==> src/rtl/srmsd_ram.sv <==
module srmsd_ram #(
  parameter int WIDTH = 8,
  parameter int DEPTH = 16,
  parameter int AW    = (DEPTH > 1) ? $clog2(DEPTH) : 1
) (
  input  logic             clk,
  input  logic             we,
  input  logic [AW-1:0]    waddr,
  input  logic [WIDTH-1:0] wdata,
  input  logic [AW-1:0]    raddr,
  output logic [WIDTH-1:0] rdata
);

  logic [WIDTH-1:0] mem [DEPTH];

  always_ff @(posedge clk) begin
    if (we) begin
      mem[waddr] <= wdata;
    end
    rdata <= mem[raddr];
  end

endmodule

==> config.mk <==
export PLATFORM = sky130hd
export DESIGN_NAME = srmsd_ram
export DESIGN_NICKNAME = d
export VERILOG_FILES = /design/src/rtl/srmsd_ram.sv
export SDC_FILE = /design/constraint.sdc
export NUM_CORES = 1
export LEC_CHECK = 0
export BUFFER_PORTS_ARGS = -buffer_cell sky130_fd_sc_hd__buf_2
export CORE_MARGIN = 3
export CORE_UTILIZATION = 40
export CTS_CLUSTER_SIZE = 8
export DETAILED_ROUTE_END_ITERATION = 8
export GPL_TIMING_DRIVEN = 0
export HOLD_SLACK_MARGIN = 0.1
export PLACE_DENSITY_LB_ADDON = 0.05
export SETUP_SLACK_MARGIN = 0.05
export SYNTH_ARGS = -nofsm -noshare
export SYNTH_HDL_FRONTEND = slang
export SYNTH_SLANG_ARGS = --single-unit
==> constraint.sdc <==
create_clock -name clk -period 1.9 [get_ports clk]
set_clock_uncertainty 0.05 [all_clocks]
set_input_delay 0.38 -clock clk [delete_from_list [all_inputs] [get_ports clk]]
set_output_delay 0.38 -clock clk [all_outputs]
set_load 0.1 [all_outputs]
==> results by group, run 1 <==
Status
  – Outcome: finished clean

Synth
  – Syn_area_per_cell: 22.5 sq um
  – Synth Register Bits: 136
  – Post-synth top area cell: edfxtp_1
  – Post-synthesis sequential area ratio: around 80%
  – Synthesized Nets: 247
  – Top cells by area, synth: edfxtp_1 75%, mux4_2 7.9%, mux4_1 7.1%
  – Syn. warnings: 0
  – Post-synthesis instance area: 5150 sq um
  – Syn Inst Count: around 230
  – Share of the synthesized area in the top cell type: roughly 75%
  – Synth cell types: 19

Timing
  – Slew @ Worst Pin: roughly 850 ps
  – Fin crit period: about 1700 ps
  – Final-report hold violation count: 0
  – Final Setup Violations: 0
  – Final period util: 89.7%
  – Final Max Tran Viols: 0
  – Fmax: between 0.5 and 0.6 GHz
  – Worst relative slew slack: a little over two fifths
  – RSZ-0062 raised after global routing: no

CTS
  – Clk sink count: 136
  – CTS tree: built
  – Cts hold-fix bufs: 0
  – Clock Pin Slew Worst Setup and Hold Paths: approximately 50 ps
  – Clock Tree Buf Depth: 2
  – CTS buffer count: 17
  – H-tree Lvls: 4
  – Clock Latency Late Sink: just over 400 ps
  – CTS Root Buffer Type: clkbuf_16

Setup path
  – Delay-heaviest family, CP: simple AND/OR/NAND/NOR gates
  – Worst reg-to-reg path cell count: 3
  – Worst-path fanout max: 8
  – Buf/Inv on CP: 1
  – R2R Setup Slk: around 380 ps
  – Crit path kind: in2reg
  – CP endpoint kind: flip-flop
  – Slowest Stage Delay on Critical Path: 660 ps
  – Startpoint Class: input port
  – WP data arrival: ~1700 ps
  – R2r endpoint: rdata[0]
  – R2r startpoint: mem[2][0]
  – Worst path slowest cell: nor2_1
  – Crit path required time: ~1900 ps
  – Crit path cell chain: buf_2 -> or3b_2 -> nor2_1

Finish
  – Area grow syn2layout: 18.1%
  – Total Nets Final: just under 300
  – Finished Layout Cells: ~450
  – # diodes: 0
  – Ratio of cells with drive above 1 in the final layout: 30.9%
  – Fin area: just over 6000 sq um

Placement
  – Number of port buffers: 24
  – Area after DPL: roughly 5500 sq um
  – Placer Congestion: ~0.8
  – HPWL after DPL: about 6600 um
  – Placed cells: ~420

GRT
  – GRT Residual Overflow: 0
  – First-pass GRT wire length: around 15,000 um
  – Maximum number of pins on one net before global-route repair: 17
  – Vias in the first global route: 2,439
  – Initial antenna violation count: 0
  – GRT Resource Usage Total: between 10% and 20%

Worst hold path
  – Hold depth: 1
  – Hold Crit Start: wdata[5]
  – Hold EP: mem[14][5]
  – Hold Path Class: in2reg

Drt
  – Post-route ant nets: 0
  – WL final: 10,200 um
  – Drt drc: 0
  – 1st-iter DRT viols: 186
  – Wire per inst: 22.6 um
  – Vias: 2,329
  – Vias per inst: 5.14
  – Pre-antenna DRT Iters: 4

Floorplanning
  – I/O Pins: 26
  – Die Y: 119 um
  – Core area: approximately 12,000 sq um
  – # rows: 40
  – Die width: ~120 um
  – Die area: 14,300 sq um
  – Initial Utilization: about two fifths

Flow run
  – Max Cap Viol: 0

Power and ir drop
  – Leak Pwr: slightly above 0.002 uW
  – Sequential power share: 48.5%
  – Sw Ratio: around a fifth
  – Clock power frac: between 40% and 50%
  – P_sw: roughly 1500 uW
  – Pwr Density: about 1100 nW/um^2
  – P_int: 5470 uW
  – Worst vdd ir: 0.798 mV
  – Logic pwr share: under 10%
cells in the mapped netlist:
cell             number
mux4_2               18
a22oi_1              16
or3b_2                1
nand2b_1              2
edfxtp_1            128
and2b_1               1
dfxtp_1               8
nand2_1               9
nand3_1               1
buf_6                 3
and2_1                1
nand3b_1              2
buf_4                 1
clkdlybuf4s25_2       3
buf_2                 3
nor2b_1               1
mux4_1               14
nor3_1                4
nor2_1               13
sequential cells by signal (all words and copies together), names as in the netlist:
signal	cells
mem	128
rdata	8
through the flow:
stage	setup TNS [ps]	hold WS, ps	worst slack, ps	util (%)	total power [uW]
finish	0	317	197	49.4	6950
global route	0	314	128	49.4	7180
CTS	0	307	51.3	49.3	7030
detailed placement	-15340	624	-394	44.5	3910
global placement	-15720	609	-385	44.5	3900
floorplan	0	429	204	-	3750
placed cells by master, fill, tap and decap left out, types with 4 or more instances in the layout:
master,n
edfxtp_1,128
buf_2,27
clkbuf_16,19
mux4_2,18
a22oi_1,16
mux4_1,14
nor2_1,13
nand2_1,9
dfxtp_1,8
clkinv_2,7
clkbuf_8,5
nor3_2,4
cell type report:
class	instances	area, sq um
Fill cell	1049	6230
Sequential cell	136	4000
Clock inverter	7	35.0
Multi-Input combinational cell	83	1080
Tap cell	168	210
Buffer	10	86.3
Clock buffer	25	548
Timing Repair Buffer	24	120
power by group through the flow:
stage / Clock, uW / Sequential [uW] / Combinational [uW]
after floorplan: 0 / 3580 / 171
after global placement: 0 / 3430 / 472
after detailed placement: 0 / 3430 / 472
after CTS: 3180 / 3370 / 472
after global routing: 3310 / 3380 / 495
final: 3110 / 3370 / 466
logic make-up after synthesis:
group | count (synthesis) | share of synthesized area, %
buffers and inverters | 10 | 1.68
muxes | 32 | 15.0
DFF | 136 | 77.8
and+or+nand+nor | 35 | 3.18
AOI/OAI and AO/OA | 16 | 2.33
metal layers:
metal	GRT usage (%)	vias to the layer above	share of wire (%)
met5	0	-	0
met3	5.22	14	6.2
met4	5.37	0	1.2
met2	23.2	59	47
met1	21.7	1197	46
li1	-	1059	-
worst max-delay path by stage:
stage / startpoint / endpoint / slack [ps] / cells past startpoint
after global placement: waddr[3] / mem[4][5] / -380 / 3
after floorplan: waddr[2] / mem[3][0] / 200 / 2
final: waddr[2] / mem[3][3] / 200 / 3
after CTS: waddr[3] / mem[4][1] / 50 / 3
after detailed placement: waddr[3] / mem[4][5] / -390 / 3
after global routing: waddr[2] / mem[2][3] / 130 / 3
what timing repair did:
action / in CTS / in global routing
endpoints found under the setup margin: 0 / 8
setup buffers: 0 / 0
resized for setup: 0 / 1
hold endpoints to repair: 0 / 0
No activity file was read; power rests on OpenSTA's default activity.
==> run 2, diff against run 1 <==
CTS_BUF_LIST = sky130_fd_sc_hd__clkbuf_4 sky130_fd_sc_hd__clkbuf_8   (was default)
==> run 2 against run 1 <==
Critical path type unchanged. Highest routed layer unchanged. Sequential cell count did not move. Wire length hardly changed. Cell count is the same. First-iteration DRC count is 6.5% lower. Via count down 0.52%. Non-clock buffer count is the same.
==> results by group, run 2 (synthesis gave the netlist of run 1 again) <==
Power and ir drop
  – Leak Pwr: 0.00196 uW (-3.9%)
  – Pwr Density: 1050 nW/um^2 (-8.2%)
  – Pwr Total: 6200 uW (-11%)
  – Worst vdd ir: 0.696 mV (-13%)

Finish
  – # fillers: 1,078 (+2.8%)
  – Area grow syn2layout: 14.7%
  – # diodes: 0 (unchanged)
  – Most flop-heavy register: mem
  – Max reg flops: 128 (unchanged)
  – Most common cell after layout, fill and taps aside: edfxtp_1
  – Largest registers: mem (128), rdata (8)
  – Multi-input logic area: 1080 sq um (unchanged)
  – Total Nets Final: 290 (unchanged)
  – Register area: 4000 sq um (unchanged)
  – Ratio of cells with drive above 1 in the final layout: 31.2% (+0.35 points)
  – Most frequent cells in the layout: 128 x edfxtp_1, 27 x buf_2, 22 x clkbuf_8

Timing
  – Worst relative slew slack: 41.8% (-1.3 points)
  – Final-report hold violation count: 0 (unchanged)
  – Final Max Tran Viols: 0 (unchanged)
  – Fmax: 0.601 GHz (+2.4%)
  – Final period util: 87.5% (-2.1 points)
  – Final setup margin: 237 ps (+40.6 ps)
  – Setup_tns: 0 ps (unchanged)
  – Fin crit period: 1660 ps (-40.6 ps)
  – Final Setup Violations: 0 (unchanged)
  – RSZ-0062 raised after global routing: no
  – Slew @ Worst Pin: 870 ps (+18.8 ps)

CTS
  – H-tree Lvls: 4 (unchanged)
  – CTS Root Buffer Type: clkbuf_8
  – Clock Pin Slew Worst Setup and Hold Paths: 70 ps (+20 ps)
  – CTS buffer count: 17 (unchanged)
  – Clock Tree Buf Depth: 2 (unchanged)
  – CTS tree: built
  – Clock Latency Late Sink: 440 ps (+30 ps)
  – Clk sink count: 136 (unchanged)
  – Setup bufs post-CTS: 0 (unchanged)

GRT
  – Maximum number of pins on one net before global-route repair: 17 (unchanged)
  – GRT Resource Usage Total: 15.7% (+0.12 points)
  – Initial antenna violation count: 0 (unchanged)
  – Vias in the first global route: 2,433 (-0.25%)
  – First-pass GRT wire length: 15,300 um (unchanged)
  – GRT Residual Overflow: 0 (unchanged)

Drt
  – 1st-iter DRT viols: 174 (-6.5%)
  – Vias: 2,317 (-0.52%)
  – Pre-antenna DRT Iters: 4 (unchanged)
  – Post-route ant nets: 0 (unchanged)
  – WL final: 10,200 um (about the same)
  – Wire per inst: 22.6 um (about the same)
  – Drt drc: 0 (unchanged)
  – Vias per inst: 5.11 (-0.52%)

Setup path
  – Worst-path fanout max: 8 (unchanged)
  – R2r endpoint: rdata[0]
  – CP endpoint kind: flip-flop
  – Worst reg-to-reg path cell count: 3 (unchanged)
  – Crit path required time: 1920 ps (+30 ps)
  – WP data arrival: 1680 ps (about the same)
  – Critical path launch point: waddr[2]
  – CP endpoint: mem[2][3]
  – Startpoint Class: input port
  – Crit path kind: in2reg
  – R2R Setup Slk: 360 ps (-20 ps)
  – R2r startpoint: mem[2][0]

Floorplanning
  – # rows: 40 (unchanged)
  – Initial Utilization: 41.8% (unchanged)
  – Die width: 119 um (unchanged)
  – Die Y: 119 um (unchanged)
  – I/O Pins: 26 (unchanged)
  – Core area: 12,300 sq um (unchanged)
  – Die area: 14,300 sq um (unchanged)

Placement
  – Number of port buffers: 24 (unchanged)
  – HPWL after DPL: 6610 um (unchanged)
  – Dpl ws: -394 ps (unchanged)
  – Placer Congestion: 0.778 (unchanged)

Status
  – Outcome: finished clean

Worst hold path
  – Hold Path Class: in2reg

Flow run
  – Max Cap Viol: 0 (unchanged)
-- run 2: worst max-delay path, cell delays in order --
cell	delay (ps)
buf_2	130
or3b_2	520
nor2_1	650
-- run 2: metrics by stage --
stage               instances  utilization (%)  hold slack, ps  area, sq um
CTS                       453             47.8             259         5890
floorplan                 229                -             429         5150
global route              453             47.9             276         5900
finish                    453             47.9             288         5900
detailed placement        421             44.5             624         5480
global placement          421             44.5             609         5480
-- run 2: worst min path at each step --
stage,start,end,cells after the start
floorplan,wdata[0],mem[0][0],0
global placement,mem[12][1],rdata[1],3
detailed placement,mem[15][0],rdata[0],3
CTS,wdata[5],mem[4][5],1
global route,wdata[5],mem[4][5],1
finish,wdata[5],mem[6][5],1
-- run 2: what timing repair did --
| action | 4_1_cts | 5_1_grt |
|---|---|---|
| endpoints found under the setup margin | 0 | 8 |
| gates resized for setup | 0 | 1 |
| hold buffers | 0 | 0 |
-- run 2: where the power goes --
group	total, uW	internal (uW)	switching, uW
clock	2360	1340	1020
sequential	3370	3350	16.6
combinational	465	133	332
-- run 2: area by class of cell --
type	instances	share of cell area (%)
clock buffers	23	5.26
repair buffers	24	2.03
multi-input cells	83	18.2
plain buffers	10	1.46
flip-flops and latches	136	67.8
well taps	168	3.56
clock inverters	9	1.61
-- run 2: layer usage --
metal  share of wire [%]  track usage (%)  wire, um
met2                  47             23.2      4790
met4                 1.6             7.52       163
met1                  45             21.7      4640
met3                 6.1             4.37       626
met5                   0                0         0
