**src/rtl/srmsd_pkg.sv**
```systemverilog
package srmsd_pkg;

  localparam int ROWS       = 1024;
  localparam int ADDR_W     = (ROWS > 1) ? $clog2(ROWS) : 1;
  localparam int ROW_W      = 10;
  localparam int VAL_W      = 24;
  localparam int SQR_W      = 2 * VAL_W;
  localparam int SUM_W      = 40;
  localparam int SQ_W       = 64;
  localparam int WORD_W     = SUM_W + SQ_W;
  localparam int N_W        = 16;
  localparam int MEAN_W     = 24;
  localparam int SD_W       = 23;
  localparam int ROOT_W     = SQ_W / 2;
  localparam int REM_W      = ROOT_W + 3;
  localparam int DIV_STEPS  = SQ_W;
  localparam int SQRT_STEPS = ROOT_W;
  localparam int CNT_W      = $clog2(DIV_STEPS + 1);

  localparam logic [N_W-1:0] N_MIN = N_W'(2);

  localparam logic [1:0] MODE_ACC   = 2'd0;
  localparam logic [1:0] MODE_QUERY = 2'd1;
  localparam logic [1:0] MODE_CLEAR = 2'd2;

  typedef enum logic {
    OP_DIV  = 1'b0,
    OP_SQRT = 1'b1
  } op_t;

  // request to the shared divide / square-root unit
  typedef struct packed {
    logic            start;
    op_t             op;
    logic [SQ_W-1:0] x;
    logic [N_W-1:0]  d;
  } iter_req_t;

endpackage

```
**src/rtl/srmsd_iter.sv**
```systemverilog
module srmsd_iter (
  input  logic                        clk,
  input  logic                        rst,
  input  srmsd_pkg::iter_req_t        req,
  output logic                        done,
  output logic [srmsd_pkg::SQ_W-1:0]  quo
);

  logic                            active;
  logic [srmsd_pkg::CNT_W-1:0]     cnt;
  srmsd_pkg::op_t                  op;
  logic [srmsd_pkg::SQ_W-1:0]      x;
  logic [srmsd_pkg::N_W-1:0]       d;
  logic [srmsd_pkg::REM_W-1:0]     rem;
  logic [srmsd_pkg::REM_W-1:0]     shifted;
  logic [srmsd_pkg::REM_W-1:0]     trial;
  logic                            ge;

  // one restoring step: radix-2 divide or radix-4 digit-by-digit root
  always_comb begin
    if (op == srmsd_pkg::OP_SQRT) begin
      shifted = {rem[srmsd_pkg::REM_W-3:0], x[srmsd_pkg::SQ_W-1 -: 2]};
      trial   = {1'b0, quo[srmsd_pkg::ROOT_W-1:0], 2'b01};
    end else begin
      shifted = {rem[srmsd_pkg::REM_W-2:0], x[srmsd_pkg::SQ_W-1]};
      trial   = srmsd_pkg::REM_W'(d);
    end
    ge = (shifted >= trial);
  end

  always_ff @(posedge clk) begin
    if (rst) begin
      active <= 1'b0;
      done   <= 1'b0;
      cnt    <= '0;
    end else begin
      done <= 1'b0;
      if (req.start) begin
        active <= 1'b1;
        cnt    <= (req.op == srmsd_pkg::OP_SQRT) ? srmsd_pkg::CNT_W'(srmsd_pkg::SQRT_STEPS)
                                                 : srmsd_pkg::CNT_W'(srmsd_pkg::DIV_STEPS);
      end else if (active) begin
        cnt <= cnt - 1'b1;
        if (cnt == srmsd_pkg::CNT_W'(1)) begin
          active <= 1'b0;
          done   <= 1'b1;
        end
      end
    end
  end

  always_ff @(posedge clk) begin
    if (req.start) begin
      op  <= req.op;
      x   <= req.x;
      d   <= req.d;
      rem <= '0;
      quo <= '0;
    end else if (active) begin
      if (op == srmsd_pkg::OP_SQRT) begin
        x <= {x[srmsd_pkg::SQ_W-3:0], 2'b00};
      end else begin
        x <= {x[srmsd_pkg::SQ_W-2:0], 1'b0};
      end
      rem <= ge ? (shifted - trial) : shifted;
      quo <= {quo[srmsd_pkg::SQ_W-2:0], ge};
    end
  end

endmodule
```
**config.mk**
```make
export PLATFORM = sky130hd
export DESIGN_NAME = srmsd_iter
export DESIGN_NICKNAME = d
export VERILOG_FILES = /design/src/rtl/srmsd_pkg.sv /design/src/rtl/srmsd_iter.sv
export SDC_FILE = /design/constraint.sdc
export NUM_CORES = 1
export LEC_CHECK = 0
export ABC_AREA = 1
export BUFFER_PORTS_ARGS = -buffer_cell sky130_fd_sc_hd__buf_2
export CORE_ASPECT_RATIO = 2
export CORE_MARGIN = 2
export CORE_UTILIZATION = 58
export DETAILED_ROUTE_END_ITERATION = 10
export PLACE_DENSITY = 0.79
export SETUP_SLACK_MARGIN = 0.15
export SLEW_MARGIN = 20
export SYNTH_ARGS = -nofsm -noshare
export SYNTH_HDL_FRONTEND = slang
export SYNTH_SLANG_ARGS = --single-unit
```
**constraint.sdc**
```tcl
create_clock -name clk -period 5.11 [get_ports clk]
set_clock_uncertainty 0.2 [all_clocks]
set_input_delay 0.511 -clock clk [delete_from_list [all_inputs] [get_ports clk]]
set_output_delay 0.511 -clock clk [all_outputs]
set_load 0.02 [all_outputs]
```
==> impl_metrics.tcl, run 1 <==
set metrics [dict create \
    end_kind "flop" \
    whs_endpoint "d[9]$_DFFE_PP_" \
    diodes 0 \
    io_pins 149 \
    slew_violations 0 \
    fin_crit_ns 4.03 \
    grt_pass1_vias 10300 \
    syn_area_um2 10900 \
    vias 10600 \
    max_stage_delay_ns 0.44 \
    hold_path_class "input port to flop" \
    cp_common_cell "nand2_1" \
    rsz0062_at_grt "false" \
    cts_resized 0 \
    synth.area.top_cells "edfxtp_1, dfxtp_1, nand2_1" \
    postCtsSetupBuffers 0 \
    drtAntennaViolNets 0 \
    r2r_slack_ns 1.08 \
    synth-seq-area-share 0.419 \
    crit_family "simple AND/OR/NAND/NOR gates" \
    wl_um 32800 \
    final_cell_area_um2 12200 \
    start_util 0.585 \
    placed_cell_area_um2 11700 \
    gp_congestion 1.02 \
    firstDrtPassIters 5 \
    max_slew_margin 0.273 \
    cts_buffers 17 \
    coreArea_um2 18700 \
    die_area_um2 20000 \
    grt_util_all_layers 0.334 \
    ys_warn_count 0 \
    clock.fmax_ghz 0.248 \
    path_class "flop to flop" \
    post-place-ws_ns 1.15 \
    finalSetupTns_ns 0 \
    place_inst 1848 \
    fin_cells 1879 \
    min_path_cells 1 \
    antenna_found_initial 0 \
    overflow 0 \
    post_drt_wl_per_cell_um 17.5 \
    hold_viol_final 0 \
    synth_edf_count 81 \
    h-tree-depth 4 \
    grt_max_degree 160 \
    peakVddDrop_mv 0.330 \
    dp_hpwl_um 24300 \
    synth_ff_type "dfxtp_1" \
    post-route-util 0.655 \
    synth_largest_area_cell "edfxtp_1" \
    outcome "complete, no violations" \
    worstPathArrival_ns 4.17 \
    area_growth_syn_to_layout_pct 11.9 \
    via_per_inst 5.63 \
    drc_errors 0 \
    slowest_stage "edfxtp_1" \
    fill_cells 1737 \
    start_kind "flop" \
    netlist_instances 1545 \
    path_max_fanout 34 \
    fp-row-count 71 \
    clk_pin_slew_ns 0.07 \
    p_per_area_nw_per_um2 516 \
    ys_async_sr_fraction 0 \
    die_x_um 101 \
    root_buffer "clkbuf_16" \
    drive_gt1_frac 0.133 \
    drtIter0Drc 664 \
    cts_tree "done" \
    clkLatencyLatePin_ns 0.44 \
    fin_crit_sh 0.788 \
    cts_buffer_depth 2 \
    layout_setup_ws_ns 1.08 \
    r2r-start "op$_DFFE_PP_" \
    cp_cell_sequence "inv_2 > buf_4 > or2_2 > o21ai_0 > inv_1 > ha_1 > nand3_1 > nand3_2 > nand3_1 > nand3_2 > nand2_1 > nand2_2 > nand2_4 > nand2_8 > nand2_1 > nand2_1 > nand2_1 > nand2_1" \
    leakage_nw 5.88 \
    r2r-end "rem[28]$_SDFFE_PP0P_" \
    clkSinkCount 188 \
    placement.io_buffers 148 \
    reg2reg_depth 18 \
    die_y_um 198 \
    hp-start "req[9]" \
    layout.nets 1769 \
    syn_nets 1666 \
    tightestPinTransition_ns 1.09 \
    crit_buf_inv 3 \
    yosysMostFrequentCell "nand2_1" \
    critical_path_required_ns 5.25 \
    grt_first_pass_wirelength_um 51500 \
    synth_top_cells_by_count "nand2_1, inv_1, a21oi_1" \
    cap_violations 0 \
    finalSetupViolCount 0 \
    ys_ff_latch 188 \
    synth_cell_types 40 \
    cts_hold_buf 0 \
    synth_top_area_frac 0.223 \
    syn_area_per_cell_um2 7.07 \
]
-- state kept, by name, summed over array words and instances (netlist names) --
signal  flops
quo        64
x          64
rem        34
d          16
cnt         7
active      1
done        1
op          1
-- layout by cell type (no fill, tap or decap), types with 60 or more instances in the layout --
cell type and count:
o22ai_1 62, dfxtp_1 107, buf_2 148, edfxtp_1 81, o21ai_0 60, inv_1 198
nor2_1 121, a21oi_1 152, nand2_1 470, nand3_1 85
-- per-layer routing --
layer | track usage | part of all wire | up-vias
met5 | 0 | 0 | -
met4 | 0.191 | 0.059 | 0
met3 | 0.0681 | 0.059 | 105
met2 | 0.596 | 0.52 | 388
met1 | 0.359 | 0.36 | 4866
li1 | - | - | 5214
-- through the flow --
step                      hold slack, ns  power (W)
after floorplan                    0.226    0.00425
after global placement             0.238    0.00497
after detailed placement           0.245    0.00498
after CTS                         0.0311    0.00625
after global routing              0.0286    0.00672
final                             0.0450    0.00630
-- where the power goes --
part           internal [W]  switching [W]  leakage, nW
registers           0.00177       0.000111         1.67
clock network      0.000703       0.000558        0.270
logic              0.000965        0.00219         3.94
-- final cells by class --
class                      instances  area [um^2]  share of cell area
timing repair buffer             156          813              0.0666
clock buffer                      24          478              0.0391
multi-input combinational       1081         5240               0.429
inverter                         204          768              0.0629
tap                              219          274              0.0224
sequential                       188         4570               0.374
clock inverter                     7         65.1             0.00533
-- worst register-to-register path: cells and delay by family (launching register included) --
kind | cells | cell delay, ns
simple gates | 13 | 2.01
flops | 1 | 0.44
buf+inv | 3 | 0.83
compound gates | 1 | 0.17
fa+ha+maj | 1 | 0.27
-- worst max path at each step --
stage                            start                    to  slack, ns  cells after the start
after floorplan                req[81]    x[0]$_SDFFCE_PN0P_       1.61                      4
after global placement    op$_DFFE_PP_  rem[28]$_SDFFE_PP0P_       1.19                     18
after detailed placement  op$_DFFE_PP_  rem[31]$_SDFFE_PP0P_       1.15                     18
after CTS                 op$_DFFE_PP_  rem[31]$_SDFFE_PP0P_       1.15                     18
after global routing      op$_DFFE_PP_  rem[28]$_SDFFE_PP0P_       0.83                     18
final                     op$_DFFE_PP_  rem[28]$_SDFFE_PP0P_       1.08                     18
-- kinds of logic after synthesis --
| kind of cell | synth area share |
|---|---|
| fa+ha+maj | 0.0431 |
| simple gates | 0.277 |
| flops | 0.419 |
| xor+xnor | 0.0152 |
| buf+inv | 0.101 |
| mux | 0.000917 |
| compound gates | 0.144 |
Note: power is estimated with default switching activity, not from simulation.
==> run 2: changes to the inputs <==
clock period = 3.79 ns   (was 5.11 ns; I/O delays follow)
==> impl_metrics.tcl, run 2 (synthesized netlist as in run 1, its figures left out) <==
set metrics [dict create \
    io_pins 149 \
    multiInputGateArea_um2 5270 \
    layout_commonest_cell "nand2_1" \
    fill_cells 1631 \
    coreArea_um2 18700 \
    top_regs "quo x64, x x64, rem x34" \
    finalSetupViolCount 0 \
    fin_cells 1932 \
    cts_buffers 17 \
    drtIter0Drc 670 \
    r2r_slack_ns 0.24 \
    wl_um 36700 \
    grt_pass1_vias 10700 \
    clkSinkCount 188 \
    hp-start "req[58]" \
    placement.io_buffers 148 \
    clock.fmax_ghz 0.282 \
    grt_max_degree 68 \
    fin_crit_sh 0.936 \
    swShare 0.464 \
    slew_violations 0 \
    end_kind "flop" \
    die_x_um 101 \
    fin_crit_ns 3.55 \
    layout.nets 1821 \
    critical_path_required_ns 3.94 \
    r2r-end "rem[14]$_SDFFE_PP0P_" \
    p_switching_w 0.00433 \
    mostFrequentLayoutCells "nand2_1, inv_1, a21oi_1" \
    seq_area_um2 4570 \
    place_inst 1878 \
    p_per_area_nw_per_um2 729 \
    firstDrtPassIters 7 \
    worstPathArrival_ns 3.69 \
    rsz0062_at_grt "false" \
    clkLatencyLatePin_ns 0.45 \
    drtAntennaViolNets 0 \
    whs_endpoint "x[42]$_DFFE_PP_" \
    power_frac_comb 0.538 \
    grt_first_pass_wirelength_um 56100 \
    dp_hpwl_um 27000 \
    overflow 0 \
    internal-power_w 0.00501 \
    start_util 0.585 \
    min_path_cells 3 \
    drive_gt1_frac 0.155 \
    root_buffer "clkbuf_16" \
    fp-row-count 71 \
    tightestPinTransition_ns 1.05 \
    die_area_um2 20000 \
    drc_errors 0 \
    power.clock.fraction 0.189 \
    vias 11000 \
    via_per_inst 5.67 \
    clk_pin_slew_ns 0.07 \
    die_y_um 198 \
    outcome "complete, no violations" \
    leakage_nw 6.17 \
    path_max_fanout 34 \
    area_growth_syn_to_layout_pct 17.4 \
    finalSetupTns_ns 0 \
    post_drt_wl_per_cell_um 19.0 \
    p_seq_frac 0.273 \
    antenna_found_initial 0 \
    grt_util_all_layers 0.374 \
    cap_violations 0 \
    path_class "flop to flop" \
    reg2reg_depth 15 \
    diodes 0 \
    cts_tree "done" \
    gp_congestion 1.08 \
    hold_viol_final 0 \
    hold_path_class "input port to flop" \
    r2r-start "op$_DFFE_PP_" \
    start_kind "flop" \
    max_slew_margin 0.302 \
    h-tree-depth 4 \
    cts_buffer_depth 2 \
    peakVddDrop_mv 0.468 \
]
-- run 2: changes by cell type in the layout (fill, tap and decap cells not counted), moves of 2 or more --
cell	change
clkinv_4	+2
buf_4	+24
clkbuf_1	-4
nand2_2	+2
inv_8	+3
inv_6	+6
dlygate4sd3_1	+20
nand2_1	-2
o21ai_0	-5
o21ai_1	+4
buf_12	+6
inv_2	-2
-- run 2: worst max path at each step --
| stage | from | end | slack [ns] | depth (start not counted) |
|---|---|---|---|---|
| after floorplan | req[81] | x[0]$_SDFFCE_PN0P_ | 0.42 | 4 |
| after global placement | op$_DFFE_PP_ | rem[28]$_SDFFE_PP0P_ | 0.23 | 18 |
| after detailed placement | op$_DFFE_PP_ | rem[31]$_SDFFE_PP0P_ | 0.17 | 18 |
| after CTS | op$_DFFE_PP_ | rem[30]$_SDFFE_PP0P_ | 0.16 | 17 |
| after global routing | op$_DFFE_PP_ | rem[30]$_SDFFE_PP0P_ | 0.15 | 17 |
| final | op$_DFFE_PP_ | rem[14]$_SDFFE_PP0P_ | 0.24 | 15 |
-- run 2: critical path, stage by stage (launching register included) --
cell and delay (ns):
edfxtp_1 0.43, buf_12 0.20, buf_8 0.18, o21ai_0 0.52, ha_1 0.44, nand2_1 0.15
nand3_2 0.19, nand2_1 0.11, nand2_1 0.13, nand2_1 0.09, nand2_1 0.27, xor2_1 0.26
nand2_1 0.10, nand2_1 0.06, nand2_1 0.05, nand2_1 0.06
-- run 2: power by group through the flow --
stage / Sequential [W] / Combinational [W] / Clock [W]
finish: 0.00255 / 0.00502 / 0.00177
global route: 0.00257 / 0.00552 / 0.00185
CTS: 0.00254 / 0.00487 / 0.00178
detailed placement: 0.00258 / 0.00484 / 0
global placement: 0.00258 / 0.00484 / 0
floorplan: 0.00253 / 0.00320 / 0
-- run 2: final cells by class --
class | instances | area share
tap | 219 | 0.0214
timing repair buffer | 208 | 0.106
multi-input combinational | 1081 | 0.411
inverter | 204 | 0.0604
clock inverter | 14 | 0.00937
sequential | 188 | 0.357
clock buffer | 18 | 0.0351
-- run 2: per-layer routing --
layer	vias to the layer above	GRT usage	share of wire	routed length, um
li1	5342	-	-	-
met1	5012	0.371	0.33	12100
met2	456	0.628	0.50	18400
met3	143	0.0918	0.066	2440
met4	0	0.339	0.10	3850
met5	-	0	0	0
-- run 2: through the flow --
| stage | worst slack, ns | util | instance area, um^2 | hold WS [ns] | total power [W] |
|---|---|---|---|---|---|
| after floorplan | 0.424 | - | 10900 | 0.226 | 0.00573 |
| after global placement | 0.225 | 0.642 | 12000 | 0.236 | 0.00742 |
| after detailed placement | 0.166 | 0.642 | 12000 | 0.242 | 0.00742 |
| after CTS | 0.157 | 0.683 | 12700 | 0.0387 | 0.00919 |
| after global routing | 0.151 | 0.687 | 12800 | 0.0513 | 0.00994 |
| final | 0.242 | 0.687 | 12800 | 0.0434 | 0.00934 |
-- run 2: timing repair --
item / 4_1_cts / 5_1_grt
endpoints found under the hold margin: 23 / 0
resized for setup: 0 / 17
setup buffers: 0 / 1
endpoints found under the setup margin: 0 / 35
hold buffers: 20 / 0
